<file path="src/design/ttt_pkg.sv">
// ----------------------------------------------------------------------------
// ttt_pkg
// shared types, constants and ranking compare for the topic tracker
// ----------------------------------------------------------------------------
package ttt_pkg;

  localparam int MAX_TOPICS = 256;
  localparam int TOP_K      = 3;
  localparam int TOPIC_W    = 8;
  localparam int AMT_W      = 31;
  localparam int CNT_W      = 32;
  localparam int RANK_W     = 2;
  localparam int ADDR_W     = $clog2(MAX_TOPICS);
  localparam int SCAN_W     = $clog2(MAX_TOPICS + TOP_K + 2);
  localparam int SCAN_END   = MAX_TOPICS + TOP_K + 1;

  typedef enum logic [1:0] {
    OP_ADD    = 2'd0,
    OP_REMOVE = 2'd1,
    OP_QUERY  = 2'd2,
    OP_CLEAR  = 2'd3
  } op_e;

  typedef enum logic [1:0] {
    ST_IDLE,
    ST_UPDATE,
    ST_SCAN,
    ST_EMIT
  } state_e;

  typedef struct packed {
    logic                      v;
    logic signed [CNT_W-1:0]   count;
    logic        [CNT_W-1:0]   stamp;
    logic        [TOPIC_W-1:0] id;
  } cand_t;

  typedef struct packed {
    logic clr;
    logic shift;
  } cell_ctrl_t;

  // true when a ranks above b
  function automatic logic better(cand_t a, cand_t b);
    logic r;
    if (a.count != b.count) r = (a.count > b.count);
    else if (a.stamp != b.stamp) r = (a.stamp > b.stamp);
    else r = (a.id < b.id);
    return r;
  endfunction

endpackage

</file>
<file path="src/design/ttt_cell.sv">
// ----------------------------------------------------------------------------
// ttt_cell
// one rank slot: keeps the better item, hands the worse one on
// ----------------------------------------------------------------------------
module ttt_cell (
  input  logic               clk_i,
  input  logic               rst_ni,
  input  ttt_pkg::cell_ctrl_t ctrl_i,
  input  ttt_pkg::cand_t     cand_i,
  input  ttt_pkg::cand_t     right_i,
  output ttt_pkg::cand_t     held_o,
  output ttt_pkg::cand_t     pass_o
);

  ttt_pkg::cand_t held_q, held_d, pass_q, pass_d;

  always_comb begin
    held_d = held_q;
    pass_d = pass_q;
    pass_d.v = 1'b0;
    if (ctrl_i.clr) begin
      held_d.v = 1'b0;
    end else if (ctrl_i.shift) begin
      held_d = right_i;
    end else if (cand_i.v) begin
      if (!held_q.v || ttt_pkg::better(cand_i, held_q)) begin
        held_d = cand_i;
        pass_d = held_q;
      end else begin
        pass_d = cand_i;
      end
    end
  end

  always_ff @(posedge clk_i or negedge rst_ni) begin
    if (!rst_ni) begin
      held_q <= '0;
      pass_q <= '0;
    end else begin
      held_q <= held_d;
      pass_q <= pass_d;
    end
  end

  assign held_o = held_q;
  assign pass_o = pass_q;

endmodule

</file>
<file path="src/design/ttt_chain.sv">
// ----------------------------------------------------------------------------
// ttt_chain
// row of rank cells, sorted insertion during a scan, shift-out on emit
// ----------------------------------------------------------------------------
module ttt_chain (
  input  logic                clk_i,
  input  logic                rst_ni,
  input  ttt_pkg::cell_ctrl_t ctrl_i,
  input  ttt_pkg::cand_t      cand_i,
  output ttt_pkg::cand_t      head_o,
  output logic                more_o
);

  ttt_pkg::cand_t held [ttt_pkg::TOP_K];
  ttt_pkg::cand_t pass [ttt_pkg::TOP_K];
  ttt_pkg::cand_t feed [ttt_pkg::TOP_K];
  ttt_pkg::cand_t right [ttt_pkg::TOP_K];

  for (genvar k = 0; k < ttt_pkg::TOP_K; k++) begin : g_cell
    if (k == 0) begin : g_first
      assign feed[k] = cand_i;
    end else begin : g_rest
      assign feed[k] = pass[k-1];
    end
    if (k == ttt_pkg::TOP_K - 1) begin : g_end
      assign right[k] = '0;
    end else begin : g_mid
      assign right[k] = held[k+1];
    end
    ttt_cell u_cell (
      .clk_i   (clk_i),
      .rst_ni  (rst_ni),
      .ctrl_i  (ctrl_i),
      .cand_i  (feed[k]),
      .right_i (right[k]),
      .held_o  (held[k]),
      .pass_o  (pass[k])
    );
  end

  assign head_o = held[0];
  assign more_o = right[0].v;

endmodule

</file>
<file path="config.mk">
export PLATFORM = sky130hd
export DESIGN_NAME = ttt_chain
export DESIGN_NICKNAME = d
export VERILOG_FILES = /design/src/design/ttt_pkg.sv /design/src/design/ttt_cell.sv /design/src/design/ttt_chain.sv
export SDC_FILE = /design/constraint.sdc
export NUM_CORES = 1
export LEC_CHECK = 0
export ABC_AREA = 1
export BUFFER_PORTS_ARGS = -buffer_cell sky130_fd_sc_hd__buf_2
export CAP_MARGIN = 0
export CORE_ASPECT_RATIO = 1.1
export CORE_MARGIN = 8
export CORE_UTILIZATION = 30
export CTS_BUF_LIST = sky130_fd_sc_hd__clkbuf_8
export CTS_CLUSTER_SIZE = 24
export DETAILED_ROUTE_END_ITERATION = 12
export PLACE_DENSITY_LB_ADDON = 0.08
export SETUP_SLACK_MARGIN = 0.5
export SYNTH_ARGS = -nofsm -noshare
export SYNTH_HDL_FRONTEND = slang
export SYNTH_SLANG_ARGS = --single-unit
export TNS_END_PERCENT = 100
</file>
<file path="constraint.sdc">
create_clock -name clk_i -period 2.6 [get_ports clk_i]
set_clock_uncertainty 0.2 [all_clocks]
set_input_delay 0.26 -clock clk_i [delete_from_list [all_inputs] [get_ports clk_i]]
set_output_delay 0.26 -clock clk_i [all_outputs]
set_load 0.02 [all_outputs]
</file>
======== After elaboration in Yosys (flattened, before gate mapping) ========
Cells that the tools add are included.
word-level totals
  register bits ........................... 365
  latch bits .............................. 0
  bits in writable memories ............... 0
  bits in read-only memories .............. 0
  input bits .............................. 77
  output and inout bits ................... 74
  word-level logic and storage cells ...... 98
  memories ................................ 0
cells by class
  add/sub/neg operators ................... 0
  multiply operators ...................... 0
  divide/modulo/power cells ............... 0
  magnitude comparators ................... 9
  eq/ne operators ......................... 6
  shift-type cells ........................ 0
  muxes and demuxes ....................... 35
  bitwise operators ....................... 2
  reductions and logical operators ........ 26
operator list
  operator           count
  $mux 73            17
  $gt 32x32->1       6
  $ne 32x32->1       6
  $lt 8x8->1         3
  $mux 1             18
  $reduce_bool 3->1  6
  $reduce_and 3->1   5
  $reduce_bool 2->1  6
  $reduce_and 2->1   3
  $logic_not 1->1    3
  $logic_or 1x1->1   3
  $not 1->1          2

======== Longest topological paths before layout ========
Gate-level depths: netlist of the first run.
  word-level depth ........................ 11
  mapped depth ............................ 22
  mapped depth without buffers ............ 21

======== By module ========
A second synthesis of the first run with hierarchy kept.
second synthesis, totals
  cells, all modules ...................... 4057
  area, all modules ....................... 28212.1 sq um
modules (own cells, without submodules)
  module     times used  cells each  area each (sq um)  seq. area each (sq um)
  ttt_cell   3           1352        9402.8             3653.5
  ttt_chain  1           1           3.8                0.0

======== Worst setup path after synthesis of the first run ========
OpenSTA, ideal clock, no wires.
  path type ............................... reg-to-reg
  from .................................... reg g_cell[0].u_cell.held_q (netlist bit g_cell[0].u_cell.held_o[39])
  to ...................................... reg g_cell[0].u_cell.pass_q (netlist bit g_cell[0].u_cell.pass_o[37])
  setup time .............................. 135 ps
  arrival time ............................ 2175 ps
  required time ........................... 2265 ps
  setup slack ............................. 91 ps
  stages on the path, launching flop included .. 16
  buffers on the path ..................... 2
  period minus slack after synthesis ...... 2509 ps
  cell sequence ........................... dfrtp_1 > inv_1 > ha_1 > nand2_1 > nor2_1 > nand2_1 > nor2_1 > nand4_1 > nand2_1 > nand2_1 > nand2_1 > buf_2 > buf_1 > nand4_1 > nand3_1 > o21ai_0
on the way
  cells in the longest elaborated chain, start to end .. 8
  elaborated cells on any way between the ends .. 9
  classes of those cells .................. order compare: 1; eq/ne: 1; mux: 6; reduce/logical: 1
RTL lines
  what                                          RTL line        RTL
  start, declared                               ttt_cell.sv:15  ttt_pkg::cand_t held_q, held_d, pass_q, pass_d;
  start signal, assigned                        ttt_cell.sv:40  held_q <= held_d;
  $gt 32x32->1 or $ne 32x32->1 (tied branches)  ttt_pkg.sv:47   else if (a.stamp != b.stamp) r = (a.stamp > b.stamp);
  $mux 1 (*)                                    ttt_pkg.sv:47
  $mux 1 (*)                                    ttt_pkg.sv:46   if (a.count != b.count) r = (a.count > b.count);
  $mux 1 (*)                                    ttt_cell.sv:25  end else if (cand_i.v) begin
  $mux 1 (*)                                    ttt_cell.sv:23  end else if (ctrl_i.shift) begin
  $mux 1 (*)                                    ttt_cell.sv:21  if (ctrl_i.clr) begin
  $logic_or 1x1->1 (*)                          ttt_cell.sv:26  if (!held_q.v || ttt_pkg::better(cand_i, held_q)) begin
  $mux 73 (*)                                   ttt_cell.sv:26
  end signal, assigned                          ttt_cell.sv:41  pass_q <= pass_d;
  end, declared                                 ttt_cell.sv:15
Mark *: on every way between the ends. The rest lies on a longest branch, timed or not. The select of a mux whose other input is x is not followed.
A chain may end at the register's enable or synchronous reset.

======== Worst setup path in the final report of the first run ========
  from .................................... reg g_cell[0].u_cell.held_q (netlist bit g_cell[0].u_cell.held_o[28])
  to ...................................... reg g_cell[0].u_cell.held_q (netlist bit g_cell[0].u_cell.held_o[56])
on the way
  cells in the longest elaborated chain, start to end .. 9
  elaborated cells on any way between the ends .. 10
  classes of those cells .................. order compare: 1; eq/ne: 1; mux: 5; reduce/logical: 3
RTL lines
  what                                          RTL line
  $gt 32x32->1 or $ne 32x32->1 (tied branches)  ttt_pkg.sv:47
  $mux 1 (*)                                    ttt_pkg.sv:47
  $mux 1 (*)                                    ttt_pkg.sv:46
  $mux 1 (*)                                    ttt_cell.sv:25
  $mux 1 (*)                                    ttt_cell.sv:23
  $mux 1 (*)                                    ttt_cell.sv:21
  $logic_or 1x1->1 (*)                          ttt_cell.sv:26
  $reduce_bool 2->1 (no source line) (*)        n/a
  $reduce_and 3->1 (no source line) (*)         n/a
Marked as above.

==> flow_metrics.tcl, run 1 <==
set metrics [dict create \
    hp-start "ctrl_i[1]" \
    synth_area_mm2 0.0236 \
    grt_usage_pct 21.5 \
    grt_setup_unrepaired "yes" \
    finish.utilization_pct 45.8 \
    design.portCount 151 \
    ys_ff_latch 365 \
    fillers 7890 \
    die_h_um 310 \
    grt_max_degree 214 \
    yosys_warnings 0 \
    port_buffers 150 \
    area.growth.synth_to_final_pct 52.2 \
    outcome "complete, but fails checks" \
    die_x_um 283 \
    hpwl_um 60100 \
    core_area_mm2 0.0784 \
    clockBufferDepth 3 \
    dieArea_mm2 0.0879 \
    synth_cell_types 27 \
    yosys_most_used_dff "dfrtp_1" \
    tightest_slew_ns 0.992 \
    multi_input_area_mm2 0.0138 \
    cts_max_level 3 \
    failed_checks "negative setup slack" \
    synth_cells 3252 \
    wirelength_um 99200 \
    regToRegSetupSlack_ns -0.46 \
    clk_latency_ns 0.67 \
    tns_ns -113.52 \
    grt-ovfl-total 0 \
    avgViaCountPerCell 4.90 \
    timing.rr.end "g_cell[0].u_cell.held_o[56]$_DFFE_PN0P_" \
    reg2regPathDepth 18 \
    finalWeightedCongestion 0.813 \
    wl_per_cell_um 19.2 \
    syn_avg_cell_area_um2 7.25 \
    synth_edf_count 0 \
    timing.rr.start "g_cell[0].u_cell.held_o[28]$_DFFE_PN0P_" \
    powerDensity_mw_per_mm2 681 \
    initial_utilization_pct 30.1 \
    slew_viol_final 0 \
    leakage_uw 0.0187 \
    setup_violations 362 \
    critPathCaptureType "flop" \
    hold_viol 0 \
    min_period_over_period_pct 118 \
    drt_iter0_markers 1528 \
    vias 25300 \
    first_pass_iters 6 \
    hold_end "g_cell[1].u_cell.held_o[71]$_DFFE_PN0P_" \
    ant_nets 0 \
    drv_cap 0 \
    crit_type "flop to flop" \
    crit_fanout 19 \
    drive_above_1_share_pct 33.0 \
    async_flop_share_pct 100 \
    path_clk_slew_ns 0.06 \
    rows 108 \
    finalWorstSetupSlack_ns -0.457 \
    cp.arrival_ns 3.39 \
    clock-sinks 365 \
    dp_slack_ns -0.579 \
    synth-seq-area-share_pct 38.7 \
    register_area_mm2 0.00918 \
    ir_drop_v 0.000378 \
    drc 0 \
    period_minus_slack_ns 3.06 \
    hold_depth 4 \
    crit_path_start_kind "flop" \
    cts-buffers-inserted 75 \
    hp-class "input port to flop" \
    fin_nets 4350 \
    antenna_found_initial 1 \
    slew_headroom_pct 33.9 \
    syn_nets 3542 \
    grt_pass1_wl_um 151000 \
    clockRootBuffer "clkbuf_8" \
    grt_pass1_vias 26500 \
    max_freq_mhz 327 \
    cts_tree "built" \
    required_ns 2.93 \
]
## layout by cell type (no fill, tap or decap), drive strengths merged
| master | netlist | final |
|---|---|---|
| nand4 | 241 | 241 |
| buf | 98 | 832 |
| nand3b | 1 | 1 |
| o21a | 12 | 12 |
| bufinv | 0 | 1 |
| clkbuf | 95 | 109 |
| o21ai | 380 | 380 |
| ha | 213 | 213 |
| clkinvlp | 0 | 1 |
| dlygate4sd3 | 0 | 77 |
| inv | 414 | 450 |
| dfrtp | 365 | 365 |
| nor4 | 4 | 4 |
| bufbuf | 0 | 1 |
| and2 | 2 | 2 |
| nand3 | 97 | 97 |
| clkinv | 2 | 2 |
| nand2 | 1086 | 1086 |
| a211oi | 3 | 3 |
| nor3 | 2 | 2 |
| diode | 0 | 1 |
| nor2 | 131 | 131 |
| a21o | 8 | 8 |
| a21oi | 98 | 98 |
## cell families after synthesis
kind of cell,share of synthesized area [%]
simple gates,28.3
buf+inv,10.8
compound gates,10.9
flops,38.7
fa+ha+maj,11.3
## registers in the layout (all words and copies together), names as in the netlist
signal	count
g_cell.u_cell.held_o	219
g_cell.u_cell.pass_o	146
## layer usage
metal	track usage [%]	vias to the layer above	share of wire, %
met5	0	-	0
met4	7.59	0	3.2
met3	3.83	170	4.9
met2	37.0	556	48
met1	27.1	12300	44
li1	-	12200	-
## through the flow
step                      hold WS, ns  instance area [µm²]  cells  power (µW)
after floorplan                -0.236                23900   3252       11800
after global placement         0.0971                29800   4840       16100
after detailed placement       0.0957                29800   4840       16200
after CTS                     0.00200                34300   5116       23900
after global routing           0.0490                35900   5162       26200
final                          0.0496                35900   5162       24500
## cell usage after synthesis, types with 12 or more instances
library cell	instances	area (µm²)
buf_6	23	259
nand4_1	241	1510
dfrtp_1	365	9130
nand3_1	93	465
o21a_1	12	90.1
nand2_1	1086	4080
o21ai_0	281	1410
clkbuf_1	95	357
buf_1	14	52.6
inv_1	414	1550
o21ai_1	99	495
ha_1	213	2670
buf_2	52	260
a21oi_1	98	490
nor2_1	130	488
## power by group
part | internal [µW] | switching, µW | total, µW
Combinational | 5180 | 5930 | 11100
Clock | 3350 | 2780 | 6130
Sequential | 6590 | 632 | 7220
## worst max-delay path by stage
stage / startpoint / to / slack (ns)
6_report: g_cell[0].u_cell.held_o[28]$_DFFE_PN0P_ / g_cell[0].u_cell.held_o[56]$_DFFE_PN0P_ / -0.46
5_1_grt: g_cell[0].u_cell.held_o[28]$_DFFE_PN0P_ / g_cell[0].u_cell.held_o[61]$_DFFE_PN0P_ / -0.65
4_1_cts: g_cell[0].u_cell.held_o[30]$_DFFE_PN0P_ / g_cell[0].u_cell.held_o[45]$_DFFE_PN0P_ / -0.43
3_5_place_dp: g_cell[0].u_cell.held_o[30]$_DFFE_PN0P_ / g_cell[0].u_cell.held_o[39]$_DFFE_PN0P_ / -0.58
3_3_place_gp: cand_i[30] / g_cell[0].u_cell.held_o[39]$_DFFE_PN0P_ / -0.53
2_1_floorplan: g_cell[0].u_cell.held_o[29]$_DFFE_PN0P_ / g_cell[0].u_cell.pass_o[49]$_DFFE_PN0P_ / 0.22
## critical path, cell delays in order, from the launching register on
cell and delay (ns):
dfrtp_2 0.36, inv_2 0.05, ha_4 0.27, nand2_4 0.05
nor2_4 0.16, nand4_1 0.16, nor2_1 0.15, buf_4 0.12
nand4_1 0.17, nand3b_1 0.23, nand2_2 0.11, nand2_4 0.07
nand4_1 0.11, buf_4 0.14, nand3_4 0.06, buf_12 0.20
buf_12 0.17, nand2_1 0.06, nand2_1 0.05
## area by class of cell
type | count | area share [%]
Antenna cell | 1 | 0.00697
Multi-Input combinational cell | 2278 | 38.5
Timing Repair Buffer | 924 | 23.8
Clock buffer | 95 | 3.64
Sequential cell | 365 | 25.6
Inverter | 416 | 4.36
Clock inverter | 38 | 0.484
Tap cell | 1045 | 3.64
## repair_timing
item                                   4_1_cts  5_1_grt
setup endpoints to repair                  363      363
hold buffers                                77        0
resized for setup                          275      261
buffers inserted                            36       29
endpoints found under the hold margin      512        0
cloned                                      30       16
pin swaps                                   41       94
(Power assumes the default switching activity.)
==> inputs of run 2 (changes only) <==
--- a/config.mk
+++ b/config.mk
@@ -5,7 +5,6 @@
 export SDC_FILE = /design/constraint.sdc
 export NUM_CORES = 1
 export LEC_CHECK = 0
-export ABC_AREA = 1
 export BUFFER_PORTS_ARGS = -buffer_cell sky130_fd_sc_hd__buf_2
 export CAP_MARGIN = 0
 export CORE_ASPECT_RATIO = 1.1
==> flow_metrics.tcl, run 2 <==
set metrics [dict create \
    max_stage_delay_ns 0.56 \
    grt-ovfl-total 0 \
    p_int_uw 19700 \
    switching_share_pct 39.9 \
    initial_utilization_pct 30.3 \
    yosys_warnings 0 \
    clockBufferDepth 3 \
    place_area_mm2 0.0321 \
    powerDensity_mw_per_mm2 868 \
    finalWorstSetupSlack_ns -1.01 \
    fin_nets 3803 \
    path_clk_slew_ns 0.06 \
    cp.arrival_ns 3.96 \
    synth-seq-area-share_pct 38.2 \
    p_clk_share_pct 19.0 \
    cts-buffers-inserted 75 \
    wirelength_um 101000 \
    layout_commonest_cell "buf_4" \
    synth_area_leaders "dfrtp_1 (38%), mux2i_1 (12%), ha_1 (11%), o311ai_2 (4.8%), nand3_1 (4.8%)" \
    die_h_um 312 \
    setup_violations 360 \
    netlist_top_cells_count "dfrtp_1 (365), mux2i_1 (276), nand3_1 (227), inv_1 (225), ha_1 (213)" \
    cts_max_level 3 \
    leakage_uw 0.0175 \
    async_flop_share_pct 100 \
    synth_cell_types 59 \
    rows 108 \
    synth_top_area_share_pct 38.2 \
    yosys_most_used_dff "dfrtp_1" \
    clock-sinks 365 \
    cp_slowest_cell "or4_4" \
    drive_above_1_share_pct 41.3 \
    timing.rr.end "g_cell[0].u_cell.held_o[8]$_DFFE_PN0P_" \
    required_ns 2.95 \
    avgViaCountPerCell 5.14 \
    first_pass_iters 5 \
    ys_ff_latch 365 \
    fin_area_mm2 0.0377 \
    grt_max_degree 83 \
    yosysMostFrequentCell "dfrtp_1" \
    failed_checks "negative setup slack" \
    cts_tree "built" \
    clockRootBuffer "clkbuf_8" \
    timing.rr.start "g_cell[0].u_cell.held_o[55]$_DFFE_PN0P_" \
    drt_iter0_markers 1428 \
    ir_drop_v 0.000443 \
    synth_edf_count 0 \
    tightest_slew_ns 0.876 \
    ant_nets 0 \
    p_seq_share_pct 26.1 \
    antenna_found_initial 1 \
    area.growth.synth_to_final_pct 57.7 \
    outcome "complete, but fails checks" \
    slew_viol_final 0 \
    design.portCount 151 \
    crit_cells 13 \
    synth_cells 2519 \
    synth_area_mm2 0.0239 \
    fillers 7485 \
    critPathCaptureType "flop" \
    endpoint "g_cell[0].u_cell.held_o[8]$_DFFE_PN0P_" \
    syn_avg_cell_area_um2 9.48 \
    largest_reg_flops 219 \
    min_period_over_period_pct 139 \
    grt_pass1_wl_um 150000 \
    regToRegSetupSlack_ns -1.01 \
    synth_top_area_cell "dfrtp_1" \
    crit_path_start "g_cell[0].u_cell.held_o[55]$_DFFE_PN0P_" \
    hold_viol 0 \
    hp-class "input port to flop" \
    finalWeightedCongestion 0.853 \
    max_freq_mhz 277 \
    dieArea_mm2 0.0889 \
    drv_cap 0 \
    hpwl_um 65900 \
    layout_common_cells "buf_4 (738), dfrtp_1 (339), mux2i_1 (270)" \
    die_x_um 285 \
    syn_nets 2809 \
    slew_headroom_pct 41.6 \
    core_area_mm2 0.0789 \
    cp_top_family "simple AND/OR/NAND/NOR gates" \
    path_buf_inv 4 \
    period_minus_slack_ns 3.61 \
    crit_chain "inv_2 -> ha_4 -> nand4_1 -> or2_4 -> nor3_4 -> buf_6 -> nand4b_1 -> or4_4 -> a21oi_4 -> o41ai_4 -> clkbuf_8 -> buf_4 -> mux2_4" \
    drc 0 \
    grt_pass1_vias 25100 \
    p_sw_uw 13100 \
    port_buffers 150 \
    vias 23700 \
    wl_per_cell_um 21.8 \
    crit_fanout 4 \
    crit_path_start_kind "flop" \
    crit_type "flop to flop" \
    grt_setup_unrepaired "yes" \
    reg2regPathDepth 13 \
    clk_latency_ns 0.70 \
    p_comb_share_pct 54.9 \
    p_total_uw 32700 \
    grt_usage_pct 21.4 \
]
-- run 2: repair_timing --
action,CTS,global route
gates cloned,23,17
hold endpoints to repair,521,2
gates resized for setup,122,241
endpoints found under the setup margin,361,361
buffers inserted,40,24
hold buffers,76,1
pin swaps,74,105
-- run 2: per-layer routing --
metal,GRT usage (%),routed length [µm]
met5,0,0
met4,7.54,3170
met3,3.03,3990
met2,37.3,49300
met1,26.7,44100
-- run 2: final cells by class --
class | count | area [µm²] | area share, %
multi-input cells | 1742 | 15000 | 39.8
repair buffers | 1104 | 9890 | 26.3
flip-flops and latches | 365 | 9170 | 24.3
well taps | 1045 | 1310 | 3.47
clock buffers | 93 | 1280 | 3.40
inverters | 225 | 845 | 2.24
clock inverters | 30 | 173 | 0.458
diodes | 1 | 2.50 | 0.00664
-- run 2: cells by family (layout without fill, tap and decap cells) --
group | Yosys count | after routing | share of synthesized area, %
compound gates | 552 | 552 | 17.4
fa+ha+maj | 213 | 213 | 11.2
buf+inv | 413 | 1452 | 6.87
flops | 365 | 365 | 38.2
mux | 284 | 284 | 11.9
other cells | 0 | 1 | 0
simple gates | 692 | 693 | 14.3
-- run 2: power by group through the flow --
stage                     Clock (µW)  Sequential (µW)  Combinational, µW
after floorplan                    0             9390               6960
after global placement             0             8550              16500
after detailed placement           0             8580              16700
after CTS                       6420             8520              17300
after global routing            6630             8770              19700
final                           6220             8550              18000
-- run 2: worst min-delay path by stage --
stage | from | to | slack (ns) | cells after the start
floorplan | rst_ni | g_cell[0].u_cell.held_o[0]$_DFFE_PN0P_ | -0.24 | 0
global placement | rst_ni | g_cell[0].u_cell.held_o[61]$_DFFE_PN0P_ | 0.03 | 1
detailed placement | rst_ni | g_cell[0].u_cell.held_o[61]$_DFFE_PN0P_ | 0.03 | 1
CTS | cand_i[45] | g_cell[0].u_cell.pass_o[45]$_DFFE_PN0P_ | -0.36 | 3
global route | ctrl_i[1] | g_cell[2].u_cell.held_o[66]$_DFFE_PN0P_ | 0.07 | 4
finish | ctrl_i[1] | g_cell[2].u_cell.held_o[71]$_DFFE_PN0P_ | 0.07 | 4
-- run 2: worst reg2reg max path: cells and delay by family (launching register included) --
| family | cells | cell delay, ns |
|---|---|---|
| buffers and inverters | 4 | 0.55 |
| multiplexers | 1 | 0.29 |
| AO/OA/AOI/OAI | 2 | 0.29 |
| adder cells (fa/ha/maj) | 1 | 0.26 |
| AND/OR/NAND/NOR | 5 | 1.52 |
| flip-flops | 1 | 0.36 |
-- run 2: through the flow --
step	hold WS [ns]	util [%]	instances	setup WS [ns]	TNS, ns
floorplan	-0.236	-	2519	-0.382	-88.29
global placement	0.0269	40.7	4300	-1.31	-380.05
detailed placement	0.0327	40.7	4300	-1.31	-392.04
CTS	-0.359	45.5	4562	-1.01	-313.46
global route	0.0665	47.7	4605	-1.10	-334.51
finish	0.0656	47.7	4605	-1.01	-292.49
